--- config.mk ---
export PLATFORM = sky130hd
export DESIGN_NAME = fifo_queue_with_undo_log_flat
export DESIGN_NICKNAME = d
export VERILOG_FILES = /design/src/sv/fqu_pkg.sv /design/src/sv/fqu_if.sv /design/src/sv/fqu_ram.sv /design/src/sv/fifo_queue_with_undo_log.sv /design/src/flat_wrapper.sv
export SDC_FILE = /design/constraint.sdc
export NUM_CORES = 1
export LEC_CHECK = 0
export ABC_AREA = 1
export BUFFER_PORTS_ARGS = -buffer_cell sky130_fd_sc_hd__buf_2
export CORE_UTILIZATION = 35
export DETAILED_ROUTE_END_ITERATION = 8
export HOLD_SLACK_MARGIN = 0.03
export SETUP_SLACK_MARGIN = 0.02
export SYNTH_ARGS = -nofsm -noshare
export SYNTH_HDL_FRONTEND = slang
export SYNTH_SLANG_ARGS = --single-unit
--- constraint.sdc ---
create_clock -name clock -period 8.9 [get_ports clock]
set_clock_uncertainty 0.05 [all_clocks]
set_input_delay 1.78 -clock clock [delete_from_list [all_inputs] [get_ports clock]]
set_output_delay 1.78 -clock clock [all_outputs]
set_load 0.01 [all_outputs]
--- src/sv/fqu_pkg.sv ---
// Shared definitions for the record queue with undo log: payload widths,
// parameter defaults and the operation, status and log-kind codes.
`default_nettype none

package fqu_pkg;

   localparam int QUEUE_DEPTH_DEF   = 16;
   localparam int HISTORY_DEPTH_DEF = 32;
   localparam int HANDLE_BITS_DEF   = 16;

   localparam int MODE_BITS   = 2;
   localparam int RECORD_BITS = 16;
   localparam int STATUS_BITS = 2;
   localparam int OCC_BITS    = 5;

   typedef enum logic [MODE_BITS-1:0] {
      MODE_ENQ  = 2'd0,
      MODE_DEQ  = 2'd1,
      MODE_UNDO = 2'd2
   } mode_type;

   typedef enum logic [STATUS_BITS-1:0] {
      STATUS_OK    = 2'd0,
      STATUS_EMPTY = 2'd1,
      STATUS_FULL  = 2'd2,
      STATUS_NONE  = 2'd3
   } status_type;

   typedef enum logic {
      KIND_ENQ = 1'b0,
      KIND_DEQ = 1'b1
   } kind_type;

endpackage

`default_nettype wire

--- src/sv/fqu_if.sv ---
// Valid/ready channel interfaces for the operation and result transactions.
// Depends on fqu_pkg for the payload widths.
`default_nettype none

interface fqu_req_if;
   logic                             valid;
   logic                             ready;
   logic [fqu_pkg::MODE_BITS-1:0]    mode;
   logic [fqu_pkg::RECORD_BITS-1:0]  record_id;

   modport source (output valid, output mode, output record_id, input ready);
   modport sink   (input valid, input mode, input record_id, output ready);
endinterface

interface fqu_rsp_if;
   logic                             valid;
   logic                             ready;
   logic [fqu_pkg::STATUS_BITS-1:0]  status;
   logic [fqu_pkg::RECORD_BITS-1:0]  record_out;
   logic                             undone_kind;
   logic [fqu_pkg::OCC_BITS-1:0]     occupancy;

   modport source (output valid, output status, output record_out, output undone_kind,
                   output occupancy, input ready);
   modport sink   (input valid, input status, input record_out, input undone_kind,
                   input occupancy, output ready);
endinterface

`default_nettype wire

--- src/sv/fqu_ram.sv ---
// Generic single-write, single-read RAM with registered read data.
// No dependencies.
`default_nettype none

module fqu_ram #(
   parameter int WIDTH = 16,
   parameter int DEPTH = 16
) (
   input  wire logic                     clock,
   input  wire logic                     wr_en,
   input  wire logic [$clog2(DEPTH)-1:0] wr_addr,
   input  wire logic [WIDTH-1:0]         wr_data,
   input  wire logic [$clog2(DEPTH)-1:0] rd_addr,
   output      logic [WIDTH-1:0]         rd_data
);

   logic [WIDTH-1:0] mem_ff [DEPTH];
   logic [WIDTH-1:0] rd_data_ff;

   always_ff @(posedge clock) begin
      if (wr_en) begin
         mem_ff[wr_addr] <= wr_data;
      end
      rd_data_ff <= mem_ff[rd_addr];
   end

   assign rd_data = rd_data_ff;

endmodule

`default_nettype wire

--- src/sv/fifo_queue_with_undo_log.sv ---
// Top level of the record queue with undo log.
// Depends on fqu_pkg, fqu_req_if, fqu_rsp_if and fqu_ram.
//
// Usage:
//   req_if carries one operation per transaction: mode 0 enqueues record_id,
//   mode 1 dequeues the head, mode 2 undoes the newest logged operation;
//   mode 3 does nothing and reports the occupancy.
//   rsp_if returns exactly one result transaction per operation, in order:
//   status, the record dequeued or restored, the kind undone and the queue
//   occupancy after the operation.
//   rsp_if.valid rises in the cycle after acceptance. While rsp_if is
//   not stalled, one operation is taken every cycle; the head entry and
//   the newest log entry sit in registers, and the two RAMs prefetch the
//   entries behind them, so no operation waits on a RAM read.
//   The result register is the only buffer: while a result is held and
//   rsp_if.ready is low, req_if.ready is low; it rises again in the cycle
//   the held result is taken.
//   Reset (synchronous) empties the queue and the log; the RAM contents
//   are not cleared and are read only after being written.
//   A full log overwrites its oldest entry; a full queue rejects enqueues.
`default_nettype none

module fifo_queue_with_undo_log #(
   parameter int QUEUE_DEPTH   = fqu_pkg::QUEUE_DEPTH_DEF,
   parameter int HISTORY_DEPTH = fqu_pkg::HISTORY_DEPTH_DEF,
   parameter int HANDLE_BITS   = fqu_pkg::HANDLE_BITS_DEF
) (
   input wire logic  clock,
   input wire logic  reset,
   fqu_req_if.sink   req_if,
   fqu_rsp_if.source rsp_if
);

   localparam int QA = $clog2(QUEUE_DEPTH);
   localparam int QC = $clog2(QUEUE_DEPTH + 1);
   localparam int TW = QA + 1;
   localparam int HA = $clog2(HISTORY_DEPTH);
   localparam int HC = $clog2(HISTORY_DEPTH + 1);
   localparam int EW = HANDLE_BITS + 1;

   logic accept;

   logic [QA-1:0]          head_ff, head_in;
   logic [QC-1:0]          count_ff, count_in;
   logic [HANDLE_BITS-1:0] hd_ff, hd_in;
   logic                   fwd_valid_ff, fwd_valid_in;
   logic [HANDLE_BITS-1:0] fwd_data_ff, fwd_data_in;

   logic [HA-1:0]          top_ff, top_in;
   logic [HC-1:0]          hcount_ff, hcount_in;
   logic [EW-1:0]          tos_ff, tos_in;

   logic                                rsp_valid_ff, rsp_valid_in;
   logic [fqu_pkg::STATUS_BITS-1:0]     status_ff;
   logic [fqu_pkg::RECORD_BITS-1:0]     record_ff, record_in;
   logic                                kind_ff;
   logic [fqu_pkg::OCC_BITS-1:0]        occ_ff, occ_in;

   fqu_pkg::status_type    status_in;
   fqu_pkg::kind_type      kind_in;
   logic [HANDLE_BITS-1:0] rout;

   logic [31:0]            rec_wide;
   logic [31:0]            out_wide;
   logic [31:0]            occ_wide;
   logic [HANDLE_BITS-1:0] req_handle;

   logic [QA-1:0]          head_inc, head_dec;
   logic [TW-1:0]          tail_sum;
   logic [QA-1:0]          tail;
   logic                   q_full, q_empty;
   logic [HA-1:0]          top_inc, top_dec, top_rd1;

   logic                   q_wr_en;
   logic [QA-1:0]          q_wr_addr, q_rd_addr;
   logic [HANDLE_BITS-1:0] q_wr_data, q_rd_data, q_next;

   logic                   push;
   logic [EW-1:0]          push_entry;
   logic [HA-1:0]          h_rd_addr;
   logic [EW-1:0]          h_rd_data;

   logic                   tos_kind;
   logic [HANDLE_BITS-1:0] tos_handle;

   assign accept       = req_if.valid && req_if.ready;
   assign req_if.ready = !rsp_valid_ff || rsp_if.ready;

   assign rec_wide   = 32'(req_if.record_id);
   assign req_handle = rec_wide[HANDLE_BITS-1:0];

   assign head_inc = (head_ff == QA'(QUEUE_DEPTH - 1)) ? '0 : head_ff + QA'(1);
   assign head_dec = (head_ff == '0) ? QA'(QUEUE_DEPTH - 1) : head_ff - QA'(1);
   assign tail_sum = TW'(head_ff) + TW'(count_ff);
   assign tail     = (tail_sum >= TW'(QUEUE_DEPTH)) ? QA'(tail_sum - TW'(QUEUE_DEPTH))
                                                     : QA'(tail_sum);
   assign q_full   = (count_ff == QC'(QUEUE_DEPTH));
   assign q_empty  = (count_ff == '0);

   assign top_inc = (top_ff == HA'(HISTORY_DEPTH - 1)) ? '0 : top_ff + HA'(1);
   assign top_dec = (top_ff == '0) ? HA'(HISTORY_DEPTH - 1) : top_ff - HA'(1);

   assign tos_kind   = tos_ff[EW-1];
   assign tos_handle = tos_ff[HANDLE_BITS-1:0];

   assign q_next = fwd_valid_ff ? fwd_data_ff : q_rd_data;

   always_comb begin
      head_in    = head_ff;
      count_in   = count_ff;
      hd_in      = hd_ff;
      top_in     = top_ff;
      hcount_in  = hcount_ff;
      tos_in     = tos_ff;
      q_wr_en    = 1'b0;
      q_wr_addr  = tail;
      q_wr_data  = req_handle;
      push       = 1'b0;
      push_entry = {fqu_pkg::KIND_ENQ, req_handle};
      status_in  = fqu_pkg::STATUS_OK;
      kind_in    = fqu_pkg::KIND_ENQ;
      rout       = '0;
      if (accept) begin
         case (req_if.mode)
            fqu_pkg::MODE_ENQ: begin
               if (q_full) begin
                  status_in = fqu_pkg::STATUS_FULL;
               end else begin
                  q_wr_en  = 1'b1;
                  count_in = count_ff + QC'(1);
                  push     = 1'b1;
                  if (q_empty) begin
                     hd_in = req_handle;
                  end
               end
            end
            fqu_pkg::MODE_DEQ: begin
               if (q_empty) begin
                  status_in = fqu_pkg::STATUS_EMPTY;
               end else begin
                  rout       = hd_ff;
                  head_in    = head_inc;
                  hd_in      = q_next;
                  count_in   = count_ff - QC'(1);
                  push       = 1'b1;
                  push_entry = {fqu_pkg::KIND_DEQ, hd_ff};
               end
            end
            fqu_pkg::MODE_UNDO: begin
               if (hcount_ff == '0) begin
                  status_in = fqu_pkg::STATUS_NONE;
               end else begin
                  top_in    = top_dec;
                  hcount_in = hcount_ff - HC'(1);
                  tos_in    = h_rd_data;
                  if (tos_kind == fqu_pkg::KIND_ENQ) begin
                     if (q_empty) begin
                        status_in = fqu_pkg::STATUS_EMPTY;
                     end else begin
                        count_in = count_ff - QC'(1);
                        rout     = tos_handle;
                     end
                  end else begin
                     if (q_full) begin
                        status_in = fqu_pkg::STATUS_FULL;
                     end else begin
                        head_in   = head_dec;
                        q_wr_en   = 1'b1;
                        q_wr_addr = head_dec;
                        q_wr_data = tos_handle;
                        hd_in     = tos_handle;
                        count_in  = count_ff + QC'(1);
                        rout      = tos_handle;
                        kind_in   = fqu_pkg::KIND_DEQ;
                     end
                  end
               end
            end
            default: begin
            end
         endcase
      end
      if (push) begin
         top_in    = top_inc;
         hcount_in = (hcount_ff == HC'(HISTORY_DEPTH)) ? hcount_ff : hcount_ff + HC'(1);
         tos_in    = push_entry;
      end
   end

   assign q_rd_addr    = (head_in == QA'(QUEUE_DEPTH - 1)) ? '0 : head_in + QA'(1);
   assign fwd_valid_in = q_wr_en && (q_wr_addr == q_rd_addr);
   assign fwd_data_in  = q_wr_data;

   assign top_rd1   = (top_in == '0) ? HA'(HISTORY_DEPTH - 1) : top_in - HA'(1);
   assign h_rd_addr = (top_rd1 == '0) ? HA'(HISTORY_DEPTH - 1) : top_rd1 - HA'(1);

   assign out_wide  = 32'(rout);
   assign record_in = out_wide[fqu_pkg::RECORD_BITS-1:0];
   assign occ_wide  = 32'(count_in);
   assign occ_in    = occ_wide[fqu_pkg::OCC_BITS-1:0];

   assign rsp_valid_in = accept || (rsp_valid_ff && !rsp_if.ready);

   fqu_ram #(
      .WIDTH (HANDLE_BITS),
      .DEPTH (QUEUE_DEPTH)
   ) u_queue_ram (
      .clock   (clock),
      .wr_en   (q_wr_en),
      .wr_addr (q_wr_addr),
      .wr_data (q_wr_data),
      .rd_addr (q_rd_addr),
      .rd_data (q_rd_data)
   );

   fqu_ram #(
      .WIDTH (EW),
      .DEPTH (HISTORY_DEPTH)
   ) u_history_ram (
      .clock   (clock),
      .wr_en   (push),
      .wr_addr (top_ff),
      .wr_data (push_entry),
      .rd_addr (h_rd_addr),
      .rd_data (h_rd_data)
   );

   always_ff @(posedge clock) begin
      if (reset) begin
         head_ff      <= '0;
         count_ff     <= '0;
         top_ff       <= '0;
         hcount_ff    <= '0;
         fwd_valid_ff <= 1'b0;
         rsp_valid_ff <= 1'b0;
      end else begin
         head_ff      <= head_in;
         count_ff     <= count_in;
         top_ff       <= top_in;
         hcount_ff    <= hcount_in;
         fwd_valid_ff <= fwd_valid_in;
         rsp_valid_ff <= rsp_valid_in;
      end
      hd_ff       <= hd_in;
      tos_ff      <= tos_in;
      fwd_data_ff <= fwd_data_in;
      if (accept) begin
         status_ff <= status_in;
         record_ff <= record_in;
         kind_ff   <= kind_in;
         occ_ff    <= occ_in;
      end
   end

   assign rsp_if.valid       = rsp_valid_ff;
   assign rsp_if.status      = status_ff;
   assign rsp_if.record_out  = record_ff;
   assign rsp_if.undone_kind = kind_ff;
   assign rsp_if.occupancy   = occ_ff;

   a_enq_grows: assert property (@(posedge clock) disable iff (reset)
      accept && (req_if.mode == fqu_pkg::MODE_ENQ) && !q_full
      |=> count_ff == QC'($past(count_ff) + QC'(1)))
      else $error("accepted enqueue did not grow the queue");

   a_log_bound: assert property (@(posedge clock) disable iff (reset)
      hcount_ff <= HC'(HISTORY_DEPTH))
      else $error("log count beyond log depth");

   a_count_bound: assert property (@(posedge clock) disable iff (reset)
      count_ff <= QC'(QUEUE_DEPTH))
      else $error("queue count beyond queue depth");

   a_result_follows: assert property (@(posedge clock) disable iff (reset)
      accept |=> rsp_valid_ff)
      else $error("accepted transaction gave no result");

endmodule

`default_nettype wire

--- src/flat_wrapper.sv ---
// flat-port wrapper written by rule: the top's interface ports become plain ports
module fifo_queue_with_undo_log_flat 
#(
   parameter int QUEUE_DEPTH   = fqu_pkg::QUEUE_DEPTH_DEF,
   parameter int HISTORY_DEPTH = fqu_pkg::HISTORY_DEPTH_DEF,
   parameter int HANDLE_BITS   = fqu_pkg::HANDLE_BITS_DEF
)
  (clock, reset, req_if_valid, req_if_mode, req_if_record_id, req_if_ready, rsp_if_valid, rsp_if_status, rsp_if_record_out, rsp_if_undone_kind, rsp_if_occupancy, rsp_if_ready);
  fqu_req_if req_if_i ();
  fqu_rsp_if rsp_if_i ();
  input wire logic clock;
  input wire logic reset;
  input wire logic [$bits(req_if_i.valid)-1:0] req_if_valid;
  input wire logic [$bits(req_if_i.mode)-1:0] req_if_mode;
  input wire logic [$bits(req_if_i.record_id)-1:0] req_if_record_id;
  output wire logic [$bits(req_if_i.ready)-1:0] req_if_ready;
  output wire logic [$bits(rsp_if_i.valid)-1:0] rsp_if_valid;
  output wire logic [$bits(rsp_if_i.status)-1:0] rsp_if_status;
  output wire logic [$bits(rsp_if_i.record_out)-1:0] rsp_if_record_out;
  output wire logic [$bits(rsp_if_i.undone_kind)-1:0] rsp_if_undone_kind;
  output wire logic [$bits(rsp_if_i.occupancy)-1:0] rsp_if_occupancy;
  input wire logic [$bits(rsp_if_i.ready)-1:0] rsp_if_ready;
  assign req_if_i.valid = req_if_valid;
  assign req_if_i.mode = req_if_mode;
  assign req_if_i.record_id = req_if_record_id;
  assign req_if_ready = req_if_i.ready;
  assign rsp_if_valid = rsp_if_i.valid;
  assign rsp_if_status = rsp_if_i.status;
  assign rsp_if_record_out = rsp_if_i.record_out;
  assign rsp_if_undone_kind = rsp_if_i.undone_kind;
  assign rsp_if_occupancy = rsp_if_i.occupancy;
  assign rsp_if_i.ready = rsp_if_ready;
  fifo_queue_with_undo_log #(.QUEUE_DEPTH(QUEUE_DEPTH), .HISTORY_DEPTH(HISTORY_DEPTH), .HANDLE_BITS(HANDLE_BITS)) u_core (.clock(clock), .reset(reset), .req_if(req_if_i), .rsp_if(rsp_if_i));
endmodule
==> results.py, run 1 <==
metrics = {
    "outcome": {
        "status": "complete, no violations",
    },
    "worst_hold_path": {
        "min_from": "u_core.hcount_ff[5]",
        "hold_class": "reg -> reg",
    },
    "critical_path": {
        "r2r_cells": 21,
        "crit_family": "buffers and inverters",
        "worstSetupPathType": "in -> reg",
        "crit_cells": 23,
        "path_cells": "buf_2 -> inv_1 -> ha_1 -> inv_1 -> buf_4 -> nor2_1 -> nand3_1 -> nand2_1 -> nand2_1 -> ha_2 -> inv_1 -> nor2_1 -> nand2_2 -> buf_4 -> nand2_4 -> inv_2 -> buf_4 -> nand2_1 -> nand2_1 -> nand2_1 -> nand3_1 -> nand3_1 -> nand2_1",
        "critPathMaxStageDelay_ns": 0.98,
        "worst-path-buf-inv": 8,
        "crit_end": "u_core.u_queue_ram.rd_data[0]",
        "crit_slowest_cell": "inv_2",
        "critPathRequiredTime_ns": 9.46,
        "arrival_ns": 7.07,
        "worstSetupStartpoint": "req_if_mode[1]",
        "r2r-start": "u_core.count_ff[1]",
        "timing.rr.end": "u_core.u_history_ram.rd_data[5]",
        "cp-end-kind": "flop",
        "rrSetupSlack_ns": 3.10,
        "crit_top_cell": "nand2_1",
        "crit_path_max_fanout": 68,
        "startpoint_type": "input port",
    },
    "global_routing": {
        "grt_pass1_vias": 25860,
        "grt_antenna_before_repair": 5,
        "grt_overflow": 0,
        "grt_pass1_wl_um": 167800,
        "grt_use_total": 0.1912,
        "grt_max_degree": 97,
    },
    "synth": {
        "synth_edf_count": 857,
        "syn-instance-count": 3792,
        "synth.distinct_cells": 44,
        "synth_seq_cells": 928,
        "ys_seq_area_frac": 0.6791,
        "yosys_warnings": 0,
        "yosysTopAreaCell": "edfxtp_1",
        "yosys.area.top_type_share": 0.6436,
        "synthArstFlopShare": 0,
        "syn-cell-area_sq_mm": 0.03999,
        "synth_top_flop_cell": "edfxtp_1",
        "synth.net_count": 3841,
        "yosys-top-cells-count": "nand2_1, edfxtp_1, nand3_1",
        "ys_top_cells_by_area": "edfxtp_1, nand2_1, nand3_1",
        "synth.avg_cell_area_sq_um": 10.54,
        "yosysMostFrequentCell": "nand2_1",
    },
    "detailed_routing": {
        "drcViolationCount": 0,
        "ant_nets": 0,
        "firstDrtPassIters": 5,
        "wl_per_cell_um": 20.88,
        "wl_um": 112800,
        "vias": 27840,
        "drt_iter0_drc": 2912,
        "via_per_inst": 5.153,
    },
    "power": {
        "leakagePower_uw": 0.01746,
        "cellPowerDensity_mw_per_mm2": 257.3,
        "vdd_drop_max_uv": 155.0,
    },
    "layout": {
        "area_delta_synth_final_pct": 12.94,
        "drive_gt1_frac": 0.1107,
        "final_nets": 3873,
        "final_cells": 5403,
        "insertedDiodeCount": 0,
        "final_util": 0.4003,
        "num-fill-cells": 10710,
    },
    "place": {
        "gp_congestion": 0.8775,
        "io_buffers": 47,
        "place_ws_ns": 1.775,
        "dp.cells": 5225,
        "hpwl_um": 64840,
    },
    "timing": {
        "fin_tns_setup_ns": 0,
        "relSlewSlack": 0.1672,
        "worst_slew_pin_slew_ns": 1.248,
        "rsz0062_at_grt": "false",
        "worst_slack_ns": 2.386,
        "setup_viol": 0,
        "hold_viol": 0,
        "slew_violations": 0,
        "fin_crit_sh": 0.7319,
        "max_freq_mhz": 153.5,
        "fin_crit_ns": 6.514,
    },
    "cts": {
        "htree_levels": 3,
        "cts_resized": 0,
        "cts_tree": "built",
        "clock_latency_ns": 0.69,
        "numCtsBuffers": 97,
        "cts.path.max_buffers": 3,
        "postCtsSetupRepairBufs": 0,
        "cts_hold_buf": 0,
        "cts_root_buf": "clkbuf_16",
        "cts.sink_count": 928,
        "path_clk_slew_ns": 0.06,
    },
    "die": {
        "num_rows": 123,
        "die_h_um": 340,
        "io_pins": 48,
        "coreArea_sq_mm": 0.1128,
        "dieArea_sq_mm": 0.1156,
        "dieWidth_um": 340,
        "initial_core_util": 0.3545,
    },
    "run": {
        "max-cap-violations": 0,
    },
}
==> power by group <==
group / switching, uW / internal [uW]
Sequential: 120 / 4920
Combinational: 1820 / 635
Clock: 1730 / 2400
==> cell families (layout without fill, tap and decap cells) <==
kind of cell,after synthesis,count (layout),synth area share
compound gates,184,184,0.02422
xor+xnor,13,13,0.002848
fa+ha+maj,27,27,0.008824
buf+inv,378,489,0.04324
flops,928,928,0.6791
simple gates,2262,2262,0.2417
==> area by class of cell <==
class                      instances  area [sq um]  share of cell area
multi-input combinational       2486         11300              0.2502
timing repair buffer             141         965.9             0.02139
tap                             1500          1877             0.04156
inverter                         170         643.1             0.01424
clock inverter                    46         551.8             0.01222
sequential                       928         27160              0.6013
clock buffer                     132          2669             0.05910
==> cells in the final DEF (no fill, tap or decap), types with 10 or more instances in the layout <==
cell | Yosys | layout
inv_1 | 152 | 151
buf_2 | 52 | 47
buf_4 | 35 | 92
nand3b_1 | 15 | 15
bufinv_16 | 0 | 10
clkinv_2 | 1 | 15
clkinv_1 | 3 | 13
inv_2 | 14 | 13
clkbuf_1 | 94 | 24
edfxtp_1 | 857 | 857
o21ai_2 | 3 | 15
clkbuf_8 | 0 | 11
dfxtp_1 | 71 | 71
nand3_1 | 541 | 541
or2_2 | 54 | 54
nand2_1 | 1421 | 1421
nand2_2 | 11 | 10
nor2_2 | 3 | 26
clkbuf_16 | 0 | 97
nor2_1 | 144 | 121
o21ai_0 | 81 | 65
a21oi_1 | 85 | 85
nand4_1 | 54 | 54
ha_1 | 25 | 23
==> worst min-delay path by stage <==
stage | to | slack (ns) | cells past startpoint
2_1_floorplan | u_core.hcount_ff[5] | 0.39 | 1
3_3_place_gp | u_core.hcount_ff[5] | 0.41 | 1
3_5_place_dp | u_core.hcount_ff[5] | 0.42 | 1
4_1_cts | u_core.hcount_ff[5] | 0.43 | 1
5_1_grt | u_core.hcount_ff[5] | 0.45 | 1
6_report | u_core.hcount_ff[5] | 0.44 | 1
==> stage by stage <==
| stage | hold slack [ns] | power, uW | area, sq um |
|---|---|---|---|
| CTS | 0.4320 | 11680 | 45160 |
| detailed placement | 0.4190 | 7576 | 41940 |
| finish | 0.4431 | 11620 | 45160 |
| global route | 0.4484 | 12060 | 45160 |
| floorplan | 0.3935 | 6730 | 39990 |
| global placement | 0.4112 | 7570 | 41940 |
==> state kept, by name (all words and copies together), names as in the netlist, 6 cells and up <==
| register | cells |
|---|---|
| u_core.fwd_data_ff | 16 |
| u_core.u_queue_ram.rd_data | 16 |
| u_core.hd_ff | 16 |
| u_core.u_queue_ram.mem_ff | 256 |
| u_core.u_history_ram.mem_ff | 544 |
| u_core.tos_ff | 17 |
| u_core.rsp_if.record_out | 16 |
| u_core.u_history_ram.rd_data | 17 |
| u_core.hcount_ff | 6 |
==> layer usage <==
metal,global-route usage,up-vias,part of all wire
met5,0,-,0
met4,0.05396,0,0.026
met3,0.02631,176,0.080
met2,0.3115,1187,0.47
met1,0.2662,13530,0.42
li1,-,12940,-
(Power assumes the default switching activity.)
==> run 2, diff against run 1 <==
Clock period 8.9 ns to 6.2 ns, I/O delays scaled along.
==> run 2 against run 1 <==
Net effect:
- register-to-register slack got worse by 1.9 ns
- largest power group unchanged
- first-iteration DRC count increased by 6.8%
- largest cell class unchanged
- critical path type unchanged
- total power increased by 43%
==> results.py, run 2 (synthesis gave the netlist of run 1 again) <==
metrics = {
    "outcome": {
        "status": "complete, no violations",
    },
    "timing": {
        "rsz0062_at_grt": "false",
        "relSlewSlack": 0.1515,
        "worst_slew_pin_slew_ns": 1.271,
        "fin_crit_ns": 5.154,
        "max_freq_mhz": 194.0,
        "worst_slack_ns": 1.046,
        "fin_crit_sh": 0.8312,
        "hold_viol": 0,
        "fin_tns_setup_ns": 0,
        "slew_violations": 0,
        "setup_viol": 0,
    },
    "global_routing": {
        "grt_pass1_wl_um": 169100,
        "grt_use_total": 0.1928,
        "grt_overflow": 0,
        "grt_pass1_vias": 25880,
        "grt_antenna_before_repair": 5,
        "grt_max_degree": 203,
    },
    "die": {
        "coreArea_sq_mm": 0.1128,
        "initial_core_util": 0.3545,
        "die_h_um": 340,
        "num_rows": 123,
        "io_pins": 48,
        "dieArea_sq_mm": 0.1156,
        "dieWidth_um": 340,
    },
    "power": {
        "clkPwrFrac": 0.343,
        "intPower_uw": 11230,
        "vdd_drop_max_uv": 364.2,
        "power.switching_uw": 5409,
        "total_power_uw": 16640,
        "leakagePower_uw": 0.01742,
        "pwr-share-seq": 0.435,
        "switching_share": 0.3251,
        "cellPowerDensity_mw_per_mm2": 368.8,
        "combPwrFrac": 0.221,
    },
    "layout": {
        "drive_gt1_frac": 0.1088,
        "area_delta_synth_final_pct": 12.84,
        "mostFrequentLayoutCells": "nand2_1, edfxtp_1, nand3_1, inv_1, nor2_1",
        "final_nets": 3872,
        "num-fill-cells": 10780,
        "regMostFlops": "u_core.u_history_ram.mem_ff",
        "final_common_cell": "nand2_1",
        "multi_input_area_sq_mm": 0.01130,
        "largest_reg_flops": 544,
        "register_area_sq_mm": 0.02716,
        "top_regs": "u_core.u_history_ram.mem_ff (544), u_core.u_queue_ram.mem_ff (256)",
    },
    "cts": {
        "cts_resized": 0,
        "postCtsSetupRepairBufs": 0,
        "cts_root_buf": "clkbuf_16",
        "cts_hold_buf": 0,
        "path_clk_slew_ns": 0.06,
        "cts.sink_count": 928,
        "cts.path.max_buffers": 3,
        "numCtsBuffers": 97,
        "cts_tree": "built",
        "clock_latency_ns": 0.68,
        "htree_levels": 3,
    },
    "detailed_routing": {
        "wl_per_cell_um": 20.96,
        "firstDrtPassIters": 5,
        "drcViolationCount": 0,
        "ant_nets": 0,
        "via_per_inst": 5.155,
        "vias": 27880,
        "drt_iter0_drc": 3109,
        "wl_um": 113300,
    },
    "critical_path": {
        "startpoint_type": "input port",
        "arrival_ns": 5.43,
        "r2r-start": "u_core.count_ff[1]",
        "rrSetupSlack_ns": 1.21,
        "worstSetupStartpoint": "req_if_mode[0]",
        "critPathRequiredTime_ns": 6.47,
        "worstSetupPathType": "in -> reg",
        "crit_path_max_fanout": 22,
        "cp-end-kind": "flop",
    },
    "worst_hold_path": {
        "min_from": "u_core.hcount_ff[5]",
        "hold_class": "reg -> reg",
    },
    "place": {
        "io_buffers": 47,
        "place_ws_ns": 0.5173,
        "hpwl_um": 65600,
        "gp_congestion": 0.8557,
    },
    "run": {
        "max-cap-violations": 0,
    },
}
[run 2: cell count changes in the layout (fill, tap and decap cells not counted), sizes merged]
| cell | previous run | this run |
|---|---|---|
| bufinv | 10 | 3 |
| clkinvlp | 4 | 3 |
| clkinv | 33 | 32 |
| inv | 169 | 168 |
| clkbuf | 132 | 146 |
| buf | 141 | 140 |
| diode | 0 | 2 |
[run 2: final cells by class]
cell class / instances / share of cell area
Antenna cell: 2 / 0.0001109
Clock buffer: 146 / 0.06143
Clock inverter: 36 / 0.008264
Inverter: 170 / 0.01425
Multi-Input combinational cell: 2486 / 0.2504
Sequential cell: 928 / 0.6019
Tap cell: 1500 / 0.04160
Timing Repair Buffer: 140 / 0.02207
[run 2: metal layers]
layer  routed length, um  global-route usage  vias to the layer above
met2               52920              0.3107                     1169
met1               47810              0.2671                    13580
met5                   0                   0                        -
met4                3204             0.06006                        0
met3                9403             0.02983                      178
li1                    -                   -                    12950
[run 2: per-stage QoR]
step / instance area (sq um) / hold slack, ns / util / instances
after CTS: 45110 / 0.4378 / 0.3999 / 5406
after detailed placement: 41970 / 0.4255 / 0.3720 / 5224
after floorplan: 39990 / 0.3935 / - / 3792
after global routing: 45120 / 0.4911 / 0.3999 / 5407
final: 45120 / 0.4365 / 0.4000 / 5408
after global placement: 41970 / 0.4144 / 0.3720 / 5224
[run 2: final timing paths]
check        cells past startpoint                          endpoint
max                             13   u_core.u_queue_ram.mem_ff[6][7]
min                              1               u_core.hcount_ff[5]
max reg2reg                     20  u_core.u_history_ram.rd_data[10]
min reg2reg                      1               u_core.hcount_ff[5]
[run 2: power groups by stage]
stage	clock network (uW)	logic [uW]	registers (uW)
finish	5710	3690	7240
detailed placement	0	3660	7370
global placement	0	3660	7380
global route	6020	4010	7240
CTS	5790	3670	7240
floorplan	0	2410	7250
[run 2: worst max-delay path: stages]
cell and delay, ns:
buf_2 0.12, inv_1 0.07, ha_1 0.16, inv_1 0.07, nor2_1 0.30, nand2_1 0.18, nor2_1 0.15, buf_4 0.30
clkinv_1 0.62, o21ai_0 0.83, nand3_1 0.40, nor2_2 0.61, buf_4 0.36
